==> config.mk <==
export PLATFORM = sky130hd
export DESIGN_NAME = console_line_editor
export DESIGN_NICKNAME = d
export VERILOG_FILES = /design/src/hdl/cle_pkg.sv /design/src/hdl/cle_ram.sv /design/src/hdl/cle_ptr_alu.sv /design/src/hdl/console_line_editor.sv
export SDC_FILE = /design/constraint.sdc
export NUM_CORES = 1
export LEC_CHECK = 0
export ABC_AREA = 0
export BUFFER_PORTS_ARGS = -buffer_cell sky130_fd_sc_hd__buf_2
export CORE_ASPECT_RATIO = 0.7
export CORE_MARGIN = 2
export CORE_UTILIZATION = 35
export DETAILED_ROUTE_END_ITERATION = 16
export MAX_ROUTING_LAYER = met4
export PLACE_DENSITY = 0.54
export SYNTH_ARGS = -nofsm -noshare
export SYNTH_HDL_FRONTEND = slang
export SYNTH_SLANG_ARGS = --single-unit
==> constraint.sdc <==
create_clock -name clk -period 5.45 [get_ports clk]
set_input_delay 1.3625 -clock clk [delete_from_list [all_inputs] [get_ports clk]]
set_output_delay 1.3625 -clock clk [all_outputs]
set_load 0.005 [all_outputs]
==> src/hdl/cle_pkg.sv <==
package cle_pkg;

  // received item
  typedef struct packed {
    logic       op;
    logic [7:0] char_in;
    logic       first_of_read;
  } cle_in_t;

  // result item
  typedef struct packed {
    logic [2:0] kind;
    logic [7:0] value;
    logic       line_ready;
    logic       last;
  } cle_out_t;

  localparam logic OP_RECV = 1'b0;
  localparam logic OP_READ = 1'b1;

  localparam logic [2:0] K_ECHO  = 3'd0;
  localparam logic [2:0] K_ERASE = 3'd1;
  localparam logic [2:0] K_DATA  = 3'd2;
  localparam logic [2:0] K_EOF   = 3'd3;
  localparam logic [2:0] K_EMPTY = 3'd4;

  localparam logic [7:0] CH_NUL    = 8'h00;
  localparam logic [7:0] CH_CTRL_D = 8'h04;
  localparam logic [7:0] CH_CTRL_H = 8'h08;
  localparam logic [7:0] CH_NL     = 8'h0a;
  localparam logic [7:0] CH_CR     = 8'h0d;
  localparam logic [7:0] CH_CTRL_P = 8'h10;
  localparam logic [7:0] CH_CTRL_U = 8'h15;
  localparam logic [7:0] CH_DEL    = 8'h7f;
  localparam logic [7:0] CH_NONE   = 8'hff;

  typedef enum logic [2:0] {
    ST_IDLE,
    ST_DECODE,
    ST_RD_WAIT,
    ST_RD_EMIT,
    ST_KILL_CHK,
    ST_KILL_WAIT,
    ST_KILL_EVAL
  } cle_state_t;

endpackage

==> src/hdl/cle_ram.sv <==
module cle_ram #(
  parameter int WIDTH = 8,
  parameter int DEPTH = 64
) (
  input  logic                     clk,
  input  logic                     we,
  input  logic [$clog2(DEPTH)-1:0] waddr,
  input  logic [WIDTH-1:0]         wdata,
  input  logic                     re,
  input  logic [$clog2(DEPTH)-1:0] raddr,
  output logic [WIDTH-1:0]         rdata
);

  logic [WIDTH-1:0] mem [DEPTH];
  logic [WIDTH-1:0] rdata_r;

  always_ff @(posedge clk) begin
    if (we) begin
      mem[waddr] <= wdata;
    end
    if (re) begin
      rdata_r <= mem[raddr];
    end
  end

  assign rdata = rdata_r;

endmodule

==> src/hdl/cle_ptr_alu.sv <==
// shared pointer unit: pointers count modulo 2*depth, slot is pointer modulo depth
module cle_ptr_alu #(
  parameter int BUFFER_DEPTH = 64
) (
  input  logic [$clog2(2*BUFFER_DEPTH)-1:0] a,
  input  logic [$clog2(2*BUFFER_DEPTH)-1:0] b,
  output logic [$clog2(2*BUFFER_DEPTH)-1:0] a_inc,
  output logic [$clog2(2*BUFFER_DEPTH)-1:0] a_dec,
  output logic [$clog2(2*BUFFER_DEPTH)-1:0] diff,
  output logic [$clog2(BUFFER_DEPTH)-1:0]   slot_a,
  output logic [$clog2(BUFFER_DEPTH)-1:0]   slot_dec
);

  localparam int PW  = $clog2(2*BUFFER_DEPTH);
  localparam int AW  = $clog2(BUFFER_DEPTH);
  localparam int MOD = 2*BUFFER_DEPTH;

  logic [PW-1:0] slot_a_full;
  logic [PW-1:0] slot_dec_full;

  always_comb begin
    a_inc = (a == PW'(MOD-1)) ? '0 : a + PW'(1);
    a_dec = (a == '0) ? PW'(MOD-1) : a - PW'(1);
    // wraps correctly in PW bits whether or not MOD is a power of two
    diff  = (a >= b) ? a - b : a - b + PW'(MOD);
    slot_a_full   = (a >= PW'(BUFFER_DEPTH)) ? a - PW'(BUFFER_DEPTH) : a;
    slot_dec_full = (a_dec >= PW'(BUFFER_DEPTH)) ? a_dec - PW'(BUFFER_DEPTH) : a_dec;
    slot_a   = slot_a_full[AW-1:0];
    slot_dec = slot_dec_full[AW-1:0];
  end

endmodule

==> src/hdl/console_line_editor.sv <==
// console line editor: canonical terminal line discipline over a ring buffer
//
// in channel  : in_valid / in_stall / in_data. in_data.op selects receive of one
//               character or read of one committed byte. an item is taken when
//               in_valid is high and in_stall is low; in_stall stays high while
//               the sequencer works on the current item
// out channel : out_valid / out_stall / out_data. each result carries kind,
//               value, line_ready and last; last marks the final result of an item
// path        : a receive (echo or single erase) or an empty read goes from the item
//               register through ST_DECODE into the output register; a read that hits
//               the store passes ST_DECODE, ST_RD_WAIT and ST_RD_EMIT for the store read
// items       : one item at a time, the next is taken only back in ST_IDLE; a ^U
//               walk reads the store before each erased character
// reset       : rst_n (synchronous, active low) zeroes the read, commit and edit
//               pointers and empties the output register; the line store is not
//               cleared, only written entries are ever read
// stall       : a result waits in the output register while out_stall is high and
//               the sequencer holds until it can load the next one, no item lost
module console_line_editor
  import cle_pkg::*;
#(
  parameter int BUFFER_DEPTH = 64
) (
  input  logic     clk,
  input  logic     rst_n,
  input  logic     in_valid,
  output logic     in_stall,
  input  cle_in_t  in_data,
  output logic     out_valid,
  input  logic     out_stall,
  output cle_out_t out_data
);

  localparam int PW = $clog2(2*BUFFER_DEPTH);
  localparam int AW = $clog2(BUFFER_DEPTH);

  // sequencer and pointer state
  cle_state_t    state_r, state_nxt;
  logic [PW-1:0] read_ptr_r, read_ptr_nxt;
  logic [PW-1:0] commit_ptr_r, commit_ptr_nxt;
  logic [PW-1:0] edit_ptr_r, edit_ptr_nxt;
  logic          pending_r, pending_nxt;   // one erase held back in a ^U walk
  cle_in_t       item_r;

  // output register
  logic     out_valid_r;
  cle_out_t out_data_r;
  logic     emit;
  cle_out_t emit_data;
  logic     out_free;

  // shared pointer unit
  logic [PW-1:0] alu_a, alu_inc, alu_dec, alu_diff;
  logic [AW-1:0] alu_slot, alu_slot_dec;

  // line store
  logic          ram_we, ram_re;
  logic [AW-1:0] ram_waddr, ram_raddr;
  logic [7:0]    ram_wdata, ram_rdata;

  // item decode
  logic       ch_ignore, ch_kill, ch_erase;
  logic [7:0] ch_stored;
  logic       buf_full, fill_commit, edit_at_commit, read_empty;

  assign out_free = !out_valid_r || !out_stall;
  assign in_stall = (state_r != ST_IDLE);
  assign out_valid = out_valid_r;
  assign out_data  = out_data_r;

  // read items walk the read pointer, everything else the edit pointer
  assign alu_a = (item_r.op == OP_READ) ? read_ptr_r : edit_ptr_r;

  cle_ptr_alu #(
    .BUFFER_DEPTH(BUFFER_DEPTH)
  ) u_alu (
    .a        (alu_a),
    .b        (read_ptr_r),
    .a_inc    (alu_inc),
    .a_dec    (alu_dec),
    .diff     (alu_diff),
    .slot_a   (alu_slot),
    .slot_dec (alu_slot_dec)
  );

  cle_ram #(
    .WIDTH(8),
    .DEPTH(BUFFER_DEPTH)
  ) u_store (
    .clk   (clk),
    .we    (ram_we),
    .waddr (ram_waddr),
    .wdata (ram_wdata),
    .re    (ram_re),
    .raddr (ram_raddr),
    .rdata (ram_rdata)
  );

  always_comb begin
    ch_ignore = (item_r.char_in == CH_NUL) || (item_r.char_in == CH_NONE) ||
                (item_r.char_in == CH_CTRL_P);
    ch_kill   = (item_r.char_in == CH_CTRL_U);
    ch_erase  = (item_r.char_in == CH_CTRL_H) || (item_r.char_in == CH_DEL);
    ch_stored = (item_r.char_in == CH_CR) ? CH_NL : item_r.char_in;
    // fill level is edit minus read; full when it reaches the depth
    buf_full       = (alu_diff >= PW'(BUFFER_DEPTH));
    fill_commit    = (alu_diff == PW'(BUFFER_DEPTH-1));
    edit_at_commit = (edit_ptr_r == commit_ptr_r);
    read_empty     = (read_ptr_r == commit_ptr_r);
  end

  // next state
  always_comb begin
    state_nxt = state_r;
    unique case (state_r)
      ST_IDLE: begin
        if (in_valid) state_nxt = ST_DECODE;
      end
      ST_DECODE: begin
        if (item_r.op == OP_READ) begin
          if (!read_empty)   state_nxt = ST_RD_WAIT;
          else if (out_free) state_nxt = ST_IDLE;
        end else begin
          priority if (ch_ignore) begin
            state_nxt = ST_IDLE;
          end else if (ch_kill) begin
            state_nxt = ST_KILL_CHK;
          end else if (ch_erase) begin
            if (edit_at_commit || out_free) state_nxt = ST_IDLE;
          end else begin
            if (buf_full || out_free) state_nxt = ST_IDLE;
          end
        end
      end
      ST_RD_WAIT: begin
        state_nxt = ST_RD_EMIT;
      end
      ST_RD_EMIT: begin
        if (out_free) state_nxt = ST_IDLE;
      end
      ST_KILL_CHK: begin
        if (!edit_at_commit)            state_nxt = ST_KILL_WAIT;
        else if (!pending_r || out_free) state_nxt = ST_IDLE;
      end
      ST_KILL_WAIT: begin
        state_nxt = ST_KILL_EVAL;
      end
      ST_KILL_EVAL: begin
        if (ram_rdata == CH_NL) begin
          if (!pending_r || out_free) state_nxt = ST_IDLE;
        end else begin
          if (!pending_r || out_free) state_nxt = ST_KILL_CHK;
        end
      end
      default: state_nxt = ST_IDLE;
    endcase
  end

  // datapath control and result payload
  always_comb begin
    emit           = 1'b0;
    emit_data      = '{kind: K_ECHO, value: 8'h00, line_ready: 1'b0, last: 1'b1};
    read_ptr_nxt   = read_ptr_r;
    commit_ptr_nxt = commit_ptr_r;
    edit_ptr_nxt   = edit_ptr_r;
    pending_nxt    = pending_r;
    ram_we         = 1'b0;
    ram_waddr      = alu_slot;
    ram_wdata      = ch_stored;
    ram_re         = 1'b0;
    ram_raddr      = alu_slot;
    unique case (state_r)
      ST_IDLE: begin
        pending_nxt = 1'b0;
      end
      ST_DECODE: begin
        if (item_r.op == OP_READ) begin
          if (read_empty) begin
            emit           = out_free;
            emit_data.kind = K_EMPTY;
          end else begin
            ram_re = 1'b1;
          end
        end else if (ch_ignore || ch_kill) begin
          // kill walk starts in its own states
        end else if (ch_erase) begin
          if (!edit_at_commit && out_free) begin
            emit           = 1'b1;
            emit_data.kind = K_ERASE;
            edit_ptr_nxt   = alu_dec;
          end
        end else if (!buf_full && out_free) begin
          // store, echo and maybe commit the line
          emit            = 1'b1;
          emit_data.kind  = K_ECHO;
          emit_data.value = ch_stored;
          ram_we          = 1'b1;
          edit_ptr_nxt    = alu_inc;
          if (ch_stored == CH_NL || ch_stored == CH_CTRL_D || fill_commit) begin
            commit_ptr_nxt       = alu_inc;
            emit_data.line_ready = 1'b1;
          end
        end
      end
      ST_RD_WAIT: begin
      end
      ST_RD_EMIT: begin
        if (out_free) begin
          emit = 1'b1;
          if (ram_rdata == CH_CTRL_D) begin
            // ^D stays for the next read unless it opens this one
            emit_data.kind = K_EOF;
            if (item_r.first_of_read) read_ptr_nxt = alu_inc;
          end else begin
            emit_data.kind  = K_DATA;
            emit_data.value = ram_rdata;
            read_ptr_nxt    = alu_inc;
          end
        end
      end
      ST_KILL_CHK: begin
        ram_raddr = alu_slot_dec;
        if (!edit_at_commit) begin
          ram_re = 1'b1;
        end else if (pending_r && out_free) begin
          emit           = 1'b1;
          emit_data.kind = K_ERASE;
          pending_nxt    = 1'b0;
        end
      end
      ST_KILL_WAIT: begin
      end
      ST_KILL_EVAL: begin
        if (ram_rdata == CH_NL) begin
          if (pending_r && out_free) begin
            emit           = 1'b1;
            emit_data.kind = K_ERASE;
            pending_nxt    = 1'b0;
          end
        end else if (!pending_r || out_free) begin
          // flush the held erase as not last, hold this one back
          emit           = pending_r;
          emit_data.kind = K_ERASE;
          emit_data.last = 1'b0;
          pending_nxt    = 1'b1;
          edit_ptr_nxt   = alu_dec;
        end
      end
      default: begin
      end
    endcase
  end

  always_ff @(posedge clk) begin
    if (!rst_n) begin
      state_r      <= ST_IDLE;
      read_ptr_r   <= '0;
      commit_ptr_r <= '0;
      edit_ptr_r   <= '0;
      pending_r    <= 1'b0;
      out_valid_r  <= 1'b0;
    end else begin
      state_r      <= state_nxt;
      read_ptr_r   <= read_ptr_nxt;
      commit_ptr_r <= commit_ptr_nxt;
      edit_ptr_r   <= edit_ptr_nxt;
      pending_r    <= pending_nxt;
      if (emit)           out_valid_r <= 1'b1;
      else if (!out_stall) out_valid_r <= 1'b0;
    end
  end

  // payload registers
  always_ff @(posedge clk) begin
    if (in_valid && !in_stall) item_r <= in_data;
    if (emit)                  out_data_r <= emit_data;
  end

endmodule

==> impl_metrics.prom <==
# TYPE chip_impl_metric gauge
chip_impl_info{name="outcome",value="complete, no violations"} 1
chip_impl_metric{name="synthesis.nets",unit=""} 1748
chip_impl_metric{name="post_route_cells_drive_above_1_share",unit="%"} 12.7
chip_impl_metric{name="floorplan.rows",unit=""} 80
chip_impl_metric{name="ctsHtreeMaxLevel",unit=""} 2
chip_impl_metric{name="synth_top_area_share",unit="%"} 67.5
chip_impl_info{name="worstHoldPathType",value="flop to flop"} 1
chip_impl_metric{name="synth_to_final_area_change",unit="%"} 11.7
chip_impl_metric{name="place.detailed.hpwl",unit="um"} 41100
chip_impl_metric{name="hold_viol",unit=""} 0
chip_impl_metric{name="grt_remaining_overflow",unit=""} 0
chip_impl_metric{name="max_cap_violations",unit=""} 0
chip_impl_metric{name="p_comb_share",unit="%"} 4.1
chip_impl_info{name="grt_setup_unrepaired",value="false"} 1
chip_impl_metric{name="drc",unit=""} 0
chip_impl_metric{name="post_synth_edffs",unit=""} 543
chip_impl_metric{name="fp.coreArea",unit="um^2"} 68200
chip_impl_metric{name="setup_violating_endpoint_count_in_the_final_report",unit=""} 0
chip_impl_metric{name="final_antenna_net_count",unit=""} 0
chip_impl_metric{name="irDropWorstVdd",unit="mV"} 0.215
chip_impl_info{name="critical_path.startpoint_type",value="flop"} 1
chip_impl_metric{name="synth_seq_cells",unit=""} 569
chip_impl_metric{name="maxClockFrequency",unit="GHz"} 0.197
chip_impl_metric{name="drt_first_iter_violations",unit=""} 2033
chip_impl_metric{name="clk-insertion-delay-late",unit="ps"} 600
chip_impl_info{name="endpoint_kind",value="flop"} 1
chip_impl_metric{name="maximum_clock_path_buffer_count",unit=""} 3
chip_impl_metric{name="n_antenna_cell",unit=""} 0
chip_impl_info{name="gr-max-usage-layer",value="met1"} 1
chip_impl_metric{name="share_seq_of_total_power",unit="%"} 53.8
chip_impl_info{name="synth_top_flop_cell",value="sky130_fd_sc_hd__edfxtp_1"} 1
chip_impl_metric{name="final_nets",unit=""} 1774
chip_impl_metric{name="ios",unit=""} 29
chip_impl_metric{name="initial_core_util",unit="%"} 35.4
chip_impl_metric{name="fp.dieW",unit="um"} 318
chip_impl_metric{name="critical_path_required",unit="ps"} 5670
chip_impl_metric{name="final_core_util",unit="%"} 39.6
chip_impl_metric{name="postSynth.asyncResetShare",unit="%"} 0
chip_impl_metric{name="post_synthesis_sequential_area_ratio",unit="%"} 69.7
chip_impl_metric{name="worst_pin_slew",unit="ps"} 1150
chip_impl_metric{name="final.setup.tns",unit="ps"} 0
chip_impl_metric{name="report.power.total",unit="uW"} 9000
chip_impl_metric{name="io_buffer_count",unit=""} 28
chip_impl_metric{name="numClockSinks",unit=""} 569
chip_impl_metric{name="critical_path.max_fanout",unit=""} 12
chip_impl_metric{name="power_per_cell_area",unit="nW/um^2"} 334
chip_impl_metric{name="arrival",unit="ps"} 5290
chip_impl_metric{name="placed_cells",unit=""} 2598
chip_impl_metric{name="grt_max_degree",unit=""} 99
chip_impl_metric{name="ys.warnings.count",unit=""} 0
chip_impl_metric{name="syn_area",unit="um^2"} 24200
chip_impl_info{name="yosys.area.top_type",value="sky130_fd_sc_hd__edfxtp_1"} 1
chip_impl_metric{name="seq_area",unit="um^2"} 16800
chip_impl_metric{name="slew_headroom",unit="%"} 22.8
chip_impl_metric{name="layout_worst_path_cycle_share",unit="%"} 93.1
chip_impl_metric{name="clock_skew",unit="ps"} 26.2
chip_impl_metric{name="die_footprint",unit="um^2"} 71200
chip_impl_metric{name="design_area",unit="um^2"} 27000
chip_impl_metric{name="num-fill-cells",unit=""} 6351
chip_impl_info{name="timing.setup.critical_path_class",value="flop to flop"} 1
chip_impl_metric{name="grt.met2_usage",unit="%"} 25.5
chip_impl_metric{name="tritoncts.num_buffers",unit=""} 52
chip_impl_metric{name="grt.total_usage",unit="%"} 18.7
chip_impl_metric{name="grt_pass1_vias",unit=""} 14100
chip_impl_metric{name="globalRouteMet1Util",unit="%"} 29.2
chip_impl_metric{name="groute.layer.met3.usage",unit="%"} 2.92
chip_impl_metric{name="cts_resized",unit=""} 0
chip_impl_metric{name="count_of_unique_library_cells_instantiated_by_yosys",unit=""} 79
chip_impl_metric{name="syn-mean-instance-area",unit="um^2"} 14.0
chip_impl_metric{name="postCtsHoldBufs",unit=""} 0
chip_impl_metric{name="final_max_slew_violation_count",unit=""} 0
chip_impl_info{name="synth.top_cells.by_area",value="sky130_fd_sc_hd__edfxtp_1 (68%), sky130_fd_sc_hd__nand2_1 (6.0%), sky130_fd_sc_hd__mux4_2 (4.5%)"} 1
chip_impl_metric{name="power.switching",unit="uW"} 1890
chip_impl_metric{name="total_area_of_multi_input_combinational_cells",unit="um^2"} 6650
chip_impl_metric{name="post_synth_inst_count",unit=""} 1724
chip_impl_info{name="tritoncts",value="built"} 1
chip_impl_metric{name="wl_per_cell",unit="um"} 24.2
chip_impl_metric{name="detail_route.vias_per_cell",unit=""} 5.50
chip_impl_metric{name="gp_routability_congestion",unit=""} 0.884
chip_impl_metric{name="clock_power_share",unit="%"} 42.1
chip_impl_metric{name="post_dp_cell_area",unit="um^2"} 25200
chip_impl_info{name="synth_cell_count_leaders",value="sky130_fd_sc_hd__edfxtp_1 (543), sky130_fd_sc_hd__nand2_1 (385), sky130_fd_sc_hd__nor2_1 (111), sky130_fd_sc_hd__nand3_1 (109), sky130_fd_sc_hd__and3_1 (68)"} 1
chip_impl_metric{name="internal_power_consumption",unit="uW"} 7110
chip_impl_metric{name="p_leak",unit="uW"} 0.00915
chip_impl_metric{name="first_pass_iters",unit=""} 8
chip_impl_metric{name="route.vias.total",unit=""} 14800
chip_impl_metric{name="die_height",unit="um"} 224
chip_impl_metric{name="routed_wire_length",unit="um"} 65200
chip_impl_metric{name="grt_antenna_before_repair",unit=""} 0
chip_impl_metric{name="power.share.switching",unit="%"} 21.0
chip_impl_metric{name="grt_first_pass_wirelength",unit="um"} 96200
chip_impl_metric{name="cts_post_setup_buffers_inserted",unit=""} 0
chip_impl_metric{name="clkSlewWorstSetupHoldPaths",unit="ps"} 70
chip_impl_info{name="cts_root_buf",value="sky130_fd_sc_hd__clkbuf_16"} 1
chip_impl_metric{name="layoutNonFillerInstCount",unit=""} 2691
chip_impl_metric{name="finalWorstPathRequiredPeriod",unit="ps"} 5070
chip_impl_info{name="yosys.cell_count.top_type",value="sky130_fd_sc_hd__edfxtp_1"} 1
layer usage:
layer,part of all wire (%),wire length [um]
met5,0,0
met4,1.3,872
met3,7.6,4940
met2,42,27300
met1,49,32100
flip-flops by register name, summed over array words and instances, names as in the netlist:
name	flops
commit_ptr_r	7
edit_ptr_r	7
u_store.rdata	8
state_r	3
read_ptr_r	7
item_r	10
out_data	13
pending_r	1
out_valid	1
u_store.mem	512
layout make-up:
type / instances / area share (%)
Clock buffer: 66 / 5.17
Clock inverter: 27 / 1.23
Sequential cell: 569 / 62.4
Timing Repair Buffer: 75 / 2.06
Multi-Input combinational cell: 1030 / 24.7
Inverter: 22 / 0.306
Tap cell: 902 / 4.18
cells in the final DEF, fill, tap and decap left out, types with 6 or more instances in the layout:
master,count
sky130_fd_sc_hd__mux4_2,48
sky130_fd_sc_hd__mux2i_1,24
sky130_fd_sc_hd__clkinv_1,12
sky130_fd_sc_hd__edfxtp_1,543
sky130_fd_sc_hd__and3_1,68
sky130_fd_sc_hd__dfxtp_1,26
sky130_fd_sc_hd__a311o_1,48
sky130_fd_sc_hd__xor2_1,10
sky130_fd_sc_hd__nand4_1,20
sky130_fd_sc_hd__a22o_1,7
sky130_fd_sc_hd__buf_2,28
sky130_fd_sc_hd__nand3_1,109
sky130_fd_sc_hd__clkbuf_1,11
sky130_fd_sc_hd__xnor2_1,15
sky130_fd_sc_hd__nand2_1,385
sky130_fd_sc_hd__ha_1,9
sky130_fd_sc_hd__o21ai_0,20
sky130_fd_sc_hd__buf_4,42
sky130_fd_sc_hd__nor3_1,8
sky130_fd_sc_hd__a21oi_1,19
sky130_fd_sc_hd__nor2b_1,9
sky130_fd_sc_hd__a311oi_1,16
sky130_fd_sc_hd__inv_1,19
sky130_fd_sc_hd__bufinv_16,8
sky130_fd_sc_hd__nor2_1,111
sky130_fd_sc_hd__clkbuf_16,53
sky130_fd_sc_hd__a211o_1,17
sky130_fd_sc_hd__clkinv_2,6
path summary, 6_finish.rpt:
kind,startpoint,to,slack (ps),cells past startpoint
worst min-delay path,edit_ptr_r[0]$_SDFFE_PN0P_,edit_ptr_r[0]$_SDFFE_PN0P_,550,2
worst max-delay path,item_r[9]$_DFFE_PP_,u_store.mem[57][2]$_DFFE_PP_,380,11
worst max register to register,item_r[9]$_DFFE_PP_,u_store.mem[57][2]$_DFFE_PP_,380,11
worst min register to register,edit_ptr_r[0]$_SDFFE_PN0P_,edit_ptr_r[0]$_SDFFE_PN0P_,550,2
worst max-delay path: stages (launching register included):
cell and delay (ps):
sky130_fd_sc_hd__edfxtp_1 670, sky130_fd_sc_hd__mux2i_4 470, sky130_fd_sc_hd__inv_2 130, sky130_fd_sc_hd__ha_1 330, sky130_fd_sc_hd__nor2b_1 160, sky130_fd_sc_hd__o21ai_0 340
sky130_fd_sc_hd__a21oi_1 160, sky130_fd_sc_hd__o21a_1 200, sky130_fd_sc_hd__o21ai_0 400, sky130_fd_sc_hd__and3_1 570, sky130_fd_sc_hd__o211ai_2 550, sky130_fd_sc_hd__nor2_1 710
metrics by stage:
step	hold slack, ps	setup WS, ps
CTS	551	459
finish	547	378
global route	580	108
floorplan	493	1370
global placement	549	616
detailed placement	542	483
power groups by stage:
stage | Sequential, uW | Combinational [uW] | Clock, uW
finish | 4840 | 371 | 3790
detailed placement | 4930 | 370 | 0
floorplan | 4930 | 217 | 0
CTS | 4840 | 371 | 3840
global route | 4840 | 397 | 4020
global placement | 4930 | 370 | 0
logic make-up after synthesis:
logic type	Yosys count	share of synthesized area (%)
flops	569	69.7
xor+xnor	25	0.907
simple gates	749	14.0
compound gates	166	5.69
mux	80	6.11
fa+ha+maj	10	0.549
buf+inv	125	3.03
Note: power is estimated with default switching activity, not from simulation.
